==> src/hw/rtl/utf8d_pkg.sv <==
// Shared types and constants for the UTF-8 sequence decoder.
`timescale 1ns / 1ps

package utf8d_pkg;

	localparam int unsigned CpWidth  = 31;
	localparam int unsigned StWidth  = 3;
	localparam int unsigned LenWidth = 3;

	localparam logic [StWidth-1:0] ST_OK        = 3'd0;
	localparam logic [StWidth-1:0] ST_BAD_LEAD  = 3'd1;
	localparam logic [StWidth-1:0] ST_TRUNC     = 3'd2;
	localparam logic [StWidth-1:0] ST_SURROGATE = 3'd3;
	localparam logic [StWidth-1:0] ST_NONCHAR   = 3'd4;
	localparam logic [StWidth-1:0] ST_HIGH      = 3'd5;

	localparam logic [CpWidth-1:0] SurrogateLo = 31'h0000_D800;
	localparam logic [CpWidth-1:0] SurrogateHi = 31'h0000_DFFF;
	localparam logic [CpWidth-1:0] NoncharLo   = 31'h0000_FFFE;
	localparam logic [CpWidth-1:0] NoncharHi   = 31'h0000_FFFF;
	localparam logic [CpWidth-1:0] MaxScalar   = 31'h0010_FFFF;

	typedef struct packed {
		logic [7:0] lead_byte;
		logic [7:0] second_byte;
		logic [7:0] third_byte;
		logic [7:0] fourth_byte;
		logic [7:0] fifth_byte;
		logic [7:0] sixth_byte;
	} window_t;

	typedef struct packed {
		logic [CpWidth-1:0]  codepoint;
		logic [StWidth-1:0]  status;
		logic [LenWidth-1:0] seq_length;
	} result_t;

endpackage

==> src/hw/rtl/utf8d_decode.sv <==
// Combinational decode of one six-byte window into a codepoint, status and length.
`timescale 1ns / 1ps

module utf8d_decode (
	input  utf8d_pkg::window_t win,
	output utf8d_pkg::result_t res
);

	logic [utf8d_pkg::LenWidth-1:0] len;
	logic [4:0]                     cont_ok;
	logic [utf8d_pkg::CpWidth-1:0]  val;
	logic                           trunc;

	// continuation byte checks for bytes two to six
	assign cont_ok[0] = (win.second_byte[7:6] == 2'b10);
	assign cont_ok[1] = (win.third_byte[7:6]  == 2'b10);
	assign cont_ok[2] = (win.fourth_byte[7:6] == 2'b10);
	assign cont_ok[3] = (win.fifth_byte[7:6]  == 2'b10);
	assign cont_ok[4] = (win.sixth_byte[7:6]  == 2'b10);

	always_comb begin
		casez (win.lead_byte)
			8'b0???????: len = 3'd1;
			8'b110?????: len = 3'd2;
			8'b1110????: len = 3'd3;
			8'b11110???: len = 3'd4;
			8'b111110??: len = 3'd5;
			8'b1111110?: len = 3'd6;
			default:     len = 3'd0;
		endcase
	end

	// strip the lead's length bits and pack the six-bit payloads
	always_comb begin
		case (len)
			3'd1: begin
				val   = {23'd0, win.lead_byte};
				trunc = 1'b0;
			end
			3'd2: begin
				val   = {20'd0, win.lead_byte[4:0], win.second_byte[5:0]};
				trunc = !cont_ok[0];
			end
			3'd3: begin
				val   = {15'd0, win.lead_byte[3:0], win.second_byte[5:0],
					win.third_byte[5:0]};
				trunc = !(&cont_ok[1:0]);
			end
			3'd4: begin
				val   = {10'd0, win.lead_byte[2:0], win.second_byte[5:0],
					win.third_byte[5:0], win.fourth_byte[5:0]};
				trunc = !(&cont_ok[2:0]);
			end
			3'd5: begin
				val   = {5'd0, win.lead_byte[1:0], win.second_byte[5:0],
					win.third_byte[5:0], win.fourth_byte[5:0], win.fifth_byte[5:0]};
				trunc = !(&cont_ok[3:0]);
			end
			3'd6: begin
				val   = {win.lead_byte[0], win.second_byte[5:0], win.third_byte[5:0],
					win.fourth_byte[5:0], win.fifth_byte[5:0], win.sixth_byte[5:0]};
				trunc = !(&cont_ok);
			end
			default: begin
				val   = '0;
				trunc = 1'b0;
			end
		endcase
	end

	// error priority: bad lead, truncated, surrogate, noncharacter, too high
	always_comb begin
		res.seq_length = len;
		res.codepoint  = '0;
		if (len == 3'd0) begin
			res.status = utf8d_pkg::ST_BAD_LEAD;
		end else if (trunc) begin
			res.status = utf8d_pkg::ST_TRUNC;
		end else if (val >= utf8d_pkg::SurrogateLo && val <= utf8d_pkg::SurrogateHi) begin
			res.status = utf8d_pkg::ST_SURROGATE;
		end else if (val == utf8d_pkg::NoncharLo || val == utf8d_pkg::NoncharHi) begin
			res.status = utf8d_pkg::ST_NONCHAR;
		end else if (val > utf8d_pkg::MaxScalar) begin
			res.status = utf8d_pkg::ST_HIGH;
		end else begin
			res.status    = utf8d_pkg::ST_OK;
			res.codepoint = val;
		end
	end

endmodule

==> src/hw/rtl/utf8_sequence_decoder.sv <==
// Top level of the UTF-8 sequence decoder: input register, decode, result register.
//
//   channel   direction  handshake          payload
//   command   in         start & !busy      lead_byte .. sixth_byte (8 bits each)
//   result    out        done (one cycle)   codepoint[30:0], status[2:0], seq_length[2:0]
//
// One beat is taken per clock; busy is never raised, so start may be held high
// continuously. A result passes through the input register and then the result
// register before it appears on done.
// The receiver cannot stall: each result is shown for exactly one cycle.
// arst_n clears both valid flags; the payload registers are not reset.
`timescale 1ns / 1ps

module utf8_sequence_decoder (
	input  logic        clk,
	input  logic        arst_n,
	input  logic        start,
	output logic        busy,
	input  logic [7:0]  lead_byte,
	input  logic [7:0]  second_byte,
	input  logic [7:0]  third_byte,
	input  logic [7:0]  fourth_byte,
	input  logic [7:0]  fifth_byte,
	input  logic [7:0]  sixth_byte,
	output logic        done,
	output logic [30:0] codepoint,
	output logic [2:0]  status,
	output logic [2:0]  seq_length
);

	utf8d_pkg::window_t win_s1;
	logic               valid_s1;
	utf8d_pkg::result_t res_comb;
	utf8d_pkg::result_t res_s2;
	logic               valid_s2;

	// the decode is a single shallow pass, so a beat is always welcome
	assign busy = 1'b0;

	// stage 1: capture the window on a command beat
	always_ff @(posedge clk or negedge arst_n) begin
		if (!arst_n) begin
			valid_s1 <= 1'b0;
		end else begin
			valid_s1 <= start && !busy;
		end
	end

	always_ff @(posedge clk) begin
		if (start && !busy) begin
			win_s1 <= '{lead_byte, second_byte, third_byte,
				fourth_byte, fifth_byte, sixth_byte};
		end
	end

	utf8d_decode u_decode (
		.win (win_s1),
		.res (res_comb)
	);

	// stage 2: hold the decoded result for its single strobe cycle
	always_ff @(posedge clk or negedge arst_n) begin
		if (!arst_n) begin
			valid_s2 <= 1'b0;
		end else begin
			valid_s2 <= valid_s1;
		end
	end

	always_ff @(posedge clk) begin
		if (valid_s1) begin
			res_s2 <= res_comb;
		end
	end

	assign done       = valid_s2;
	assign codepoint  = res_s2.codepoint;
	assign status     = res_s2.status;
	assign seq_length = res_s2.seq_length;

endmodule

==> config.mk <==
export PLATFORM = sky130hd
export DESIGN_NAME = utf8_sequence_decoder
export DESIGN_NICKNAME = d
export VERILOG_FILES = /design/src/hw/rtl/utf8d_pkg.sv /design/src/hw/rtl/utf8d_decode.sv /design/src/hw/rtl/utf8_sequence_decoder.sv
export SDC_FILE = /design/constraint.sdc
export NUM_CORES = 1
export LEC_CHECK = 0
export BUFFER_PORTS_ARGS = -buffer_cell sky130_fd_sc_hd__buf_4
export CAP_MARGIN = 20
export CELL_PAD_IN_SITES_DETAIL_PLACEMENT = 0
export CELL_PAD_IN_SITES_GLOBAL_PLACEMENT = 1
export CORE_ASPECT_RATIO = 1.2
export CORE_UTILIZATION = 44
export CTS_CLUSTER_SIZE = 40
export DETAILED_ROUTE_END_ITERATION = 16
export HOLD_SLACK_MARGIN = 0.05
export PLACE_DENSITY_LB_ADDON = 0.1
export SLEW_MARGIN = 15
export SYNTH_ARGS = -nofsm -noshare
export SYNTH_HDL_FRONTEND = slang
export SYNTH_SLANG_ARGS = --single-unit
export TNS_END_PERCENT = 100
==> constraint.sdc <==
create_clock -name clk -period 3.35 [get_ports clk]
set_input_delay 0.335 -clock clk [delete_from_list [all_inputs] [get_ports clk]]
set_output_delay 0.335 -clock clk [all_outputs]
set_load 0.005 [all_outputs]
==> tab_implementation.tex <==
\begin{tabular}{lr}
\hline
Metric & Value \\
\hline
\multicolumn{2}{l}{\textbf{Setup path}} \\
\quad Cell-by-cell trace of the critical path & nand4b\_1 -> nor2\_2 -> a221oi\_1 -> or4\_1 -> nor2\_1 -> a41oi\_2 -> buf\_12 -> nor4\_1 \\
\quad Category of the worst setup path launch point & flop \\
\quad Last element of the critical path & codepoint[1]\$\_SDFFCE\_PP0P\_ \\
\quad Number of cells on the worst reg-to-reg path & 8 \\
\quad Slack of the worst reg-to-reg path & 210 ps \\
\quad Highest fanout seen on the critical path & 21 \\
\quad Critical Path Stages & 8 \\
\quad Start point of the critical path & win\_s1[41]\$\_DFFE\_PP\_ \\
\quad Category of the critical setup timing path & flop to flop \\
\quad Critical path buffers and inverters & 1 \\
\quad Data required time at the worst endpoint & 3500 ps \\
\quad Critical Path Sink Type & flop \\
\quad Critical R2R Capture & codepoint[1]\$\_SDFFCE\_PP0P\_ \\
\quad CP max stage cell & sky130\_fd\_sc\_hd\_\_or4\_1 \\
\quad Startpoint of the worst register-to-register path & win\_s1[41]\$\_DFFE\_PP\_ \\
\quad Critical path arrival & 3290 ps \\
\quad Largest delay share family, worst path & simple AND/OR/NAND/NOR gates \\
\quad Delay of the slowest cell on the worst path & 520 ps \\
\multicolumn{2}{l}{\textbf{Status}} \\
\quad Result of the run & completed \\
\multicolumn{2}{l}{\textbf{Synth}} \\
\quad Number of different library cells in the post-synthesis netlist & 60 \\
\quad Async SR Flop Fraction & 2.30\% \\
\quad Dominant combinational cell family by area after synthesis & simple AND/OR/NAND/NOR gates \\
\quad Parity-gate share of the synthesized area counting xor and xnor cells & 0\% \\
\quad Share of synthesized area occupied by flip-flops and latches & 63.8\% \\
\quad Area share of fa/ha/maj cells after synthesis & 0\% \\
\quad Number of flops mapped to enable cells by yosys & 85 \\
\quad Post-synth top flop & sky130\_fd\_sc\_hd\_\_edfxtp\_1 \\
\quad Area fraction in compound gates after synthesis & 14.3\% \\
\quad Synthesized instance count & 302 \\
\quad Yosys warnings & 0 \\
\quad Share of synthesized area spent on multiplexers & 0\% \\
\quad Syn\_area\_per\_cell & 13.5 um2 \\
\quad Simple-gate portion of the synthesized area & 17.4\% \\
\quad Register bit count reported by yosys & 87 \\
\quad Cell area after synthesis & 4080 um2 \\
\multicolumn{2}{l}{\textbf{Power and ir drop}} \\
\quad Power density normalized to cell area & 477 nW/um2 \\
\quad Power consumption & 2.48 mW \\
\quad Maximum resistive drop on vdd & 0.000252 V \\
\quad Leakage power total & 2.02 nW \\
\multicolumn{2}{l}{\textbf{Layout}} \\
\quad Number of filler cells placed in the layout & 767 \\
\quad Antenna cells & 0 \\
\quad Commonest non-fill, non-tap cells in the layout & sky130\_fd\_sc\_hd\_\_buf\_4, sky130\_fd\_sc\_hd\_\_edfxtp\_1, sky130\_fd\_sc\_hd\_\_nor4\_1 \\
\quad Area delta synth->final & 27.5\% \\
\quad Final std cells w/o fill & 533 \\
\quad Number of nets in the layout & 459 \\
\quad Utilization of the core after routing & 57.6\% \\
\quad Post-layout instance area & 5200 um2 \\
\quad Most common cell after layout, fill and taps aside & sky130\_fd\_sc\_hd\_\_buf\_4 \\
\quad Footprint of the multi-input gates & 1350 um2 \\
\quad Fraction of final layout cells with drive strength greater than 1 & 33.7\% \\
\quad Sequential cell area & 2600 um2 \\
\multicolumn{2}{l}{\textbf{Floorplanning}} \\
\quad Number of top-level pins & 90 \\
\quad Initial Util & 45.2\% \\
\quad Total Die Area & 9660 um2 \\
\quad Placeable Area & 9030 um2 \\
\quad Y dimension of the die & 107 um \\
\quad Horizontal extent of the die & 89.9 um \\
\quad Standard-cell rows & 38 \\
\multicolumn{2}{l}{\textbf{Routing}} \\
\quad Final wirelength & 9620 um \\
\quad Routed wire length on met3 & 550 um \\
\quad Detailed route wirelength on metal2 & 4760 um \\
\quad Detail-routed net length per standard cell & 18.0 um \\
\quad DRT met1 WL & 4040 um \\
\quad Post-route DRC violation count & 0 \\
\quad Number of vias per cell after detailed routing & 5.88 \\
\quad First-pass DRT Iterations & 7 \\
\quad Iter 0 DRT Violations & 252 \\
\quad Top layer reached by signal wires & met4 \\
\quad Number of routed nets with antenna violations & 0 \\
\quad Via count & 3135 \\
\multicolumn{2}{l}{\textbf{Global routing}} \\
\quad Overall track demand over capacity in global routing & 20.6\% \\
\quad Number of global-route vias before repair & 2789 \\
\quad Maximum number of pins on one net before global-route repair & 50 \\
\quad Overflow left after global routing & 0 \\
\quad Global-route wire length before repair & 14900 um \\
\quad Initial antenna violation count & 0 \\
\multicolumn{2}{l}{\textbf{Clock tree}} \\
\quad Clk slew on worst S/H paths & 90 ps \\
\quad Skew-Pair Late Insertion Delay & 360 ps \\
\quad Cell at the root of the clock tree & sky130\_fd\_sc\_hd\_\_clkbuf\_8 \\
\quad CTS HTree Levels & 3 \\
\quad Number of buffers inserted to repair setup after CTS & 0 \\
\quad CTS tree & done \\
\quad Max clock buf depth & 2 \\
\quad Total CTS buffers & 9 \\
\quad Clock Sinks & 87 \\
\multicolumn{2}{l}{\textbf{Placement}} \\
\quad Port Buf Inserts & 88 \\
\quad Half-perimeter wire length of the detailed placement result & 6980 um \\
\quad Placed insts & 516 \\
\quad Global placement routability congestion & 0.880 \\
\quad Cell area after placement & 4970 um2 \\
\multicolumn{2}{l}{\textbf{STA}} \\
\quad Slew at the pin closest to its max-slew limit & 886 ps \\
\quad Share of the clock period used by the worst path after layout & 93.7\% \\
\quad Final hold vios & 0 \\
\quad Unrepaired setup endpoints after global routing & no \\
\quad Setup clock skew after layout & 11.9 ps \\
\quad Time the final worst path needs with I/O delays and setup & 3140 ps \\
\quad Highest clock rate & 318 MHz \\
\quad Number of pins exceeding their max-slew limit in the final report & 0 \\
\quad Total negative setup slack & 0 ps \\
\quad Worst slew margin relative to its limit & 40.9\% \\
\quad Final setup fails & 0 \\
\multicolumn{2}{l}{\textbf{Run}} \\
\quad Max-Cap Viols & 0 \\
\multicolumn{2}{l}{\textbf{Min path}} \\
\quad Hold WC Path Type & input port to flop \\
\hline
\end{tabular}
[sequential cells by signal (all words and copies together), names as in the netlist]
register and cells:
codepoint 31, seq_length 3, status 3, win_s1 48
done 1, valid_s1 1
[repair_timing]
item                                    CTS  global route
endpoints found under the hold margin     2             0
hold buffers                              1             0
endpoints found under the setup margin    0             3
gates resized for setup                   0             3
[worst min path at each step]
stage,from,to,slack (ps),depth (start not counted)
3_5_place_dp,arst_n,done$_DFF_PN0_,120,1
3_3_place_gp,arst_n,done$_DFF_PN0_,120,1
2_1_floorplan,arst_n,done$_DFF_PN0_,40,0
6_report,lead_byte[5],win_s1[45]$_DFFE_PP_,140,1
5_1_grt,second_byte[2],win_s1[34]$_DFFE_PP_,120,1
4_1_cts,lead_byte[5],win_s1[45]$_DFFE_PP_,120,1
[where the power goes]
part	leakage (nW)	switching (mW)	internal (mW)	total, mW
Sequential	0.849	0.0569	1.29	1.35
Combinational	1.06	0.168	0.168	0.336
Clock	0.114	0.371	0.422	0.793
Total	2.02	0.596	1.88	2.48
[final cells by class]
class	instances	share of cell area, %
Tap cell	120	2.89
Clock inverter	7	1.85
Sequential cell	87	50.0
Clock buffer	9	2.38
Timing Repair Buffer	109	16.5
Multi-Input combinational cell	194	25.9
Inverter	7	0.505
[synth_stat cells (6+ instances only)]
library cell | number | share of area [%]
sky130_fd_sc_hd__edfxtp_1 | 85 | 63
sky130_fd_sc_hd__nor4_1 | 19 | 2.9
sky130_fd_sc_hd__a21oi_1 | 16 | 2.0
sky130_fd_sc_hd__nor2_1 | 11 | 1.0
sky130_fd_sc_hd__buf_2 | 10 | 1.2
sky130_fd_sc_hd__nand2_1 | 9 | 0.83
sky130_fd_sc_hd__nand3_1 | 9 | 1.1
sky130_fd_sc_hd__o21ai_0 | 8 | 0.98
sky130_fd_sc_hd__inv_1 | 7 | 0.64
sky130_fd_sc_hd__nor2b_1 | 7 | 1.1
sky130_fd_sc_hd__a211o_1 | 6 | 1.3
sky130_fd_sc_hd__and3_1 | 6 | 0.92
sky130_fd_sc_hd__clkbuf_1 | 6 | 0.55
[routing by layer]
layer  vias up  GRT usage [%]
met2       163           34.6
met4         0           10.4
met5         -              0
li1       1449              -
met3        26           2.68
met1      1497           26.3
[metrics by stage]
step	setup slack, ps	hold slack (ps)
floorplan	405	39.4
global placement	238	117
detailed placement	239	118
CTS	178	122
global route	2.96	125
finish	210	138
[cell families after synthesis]
group	Yosys count
AOI/OAI and AO/OA	77
buffers and inverters	31
DFF	87
other	1
and+or+nand+nor	106
Power figures use the tool's default switching activity.
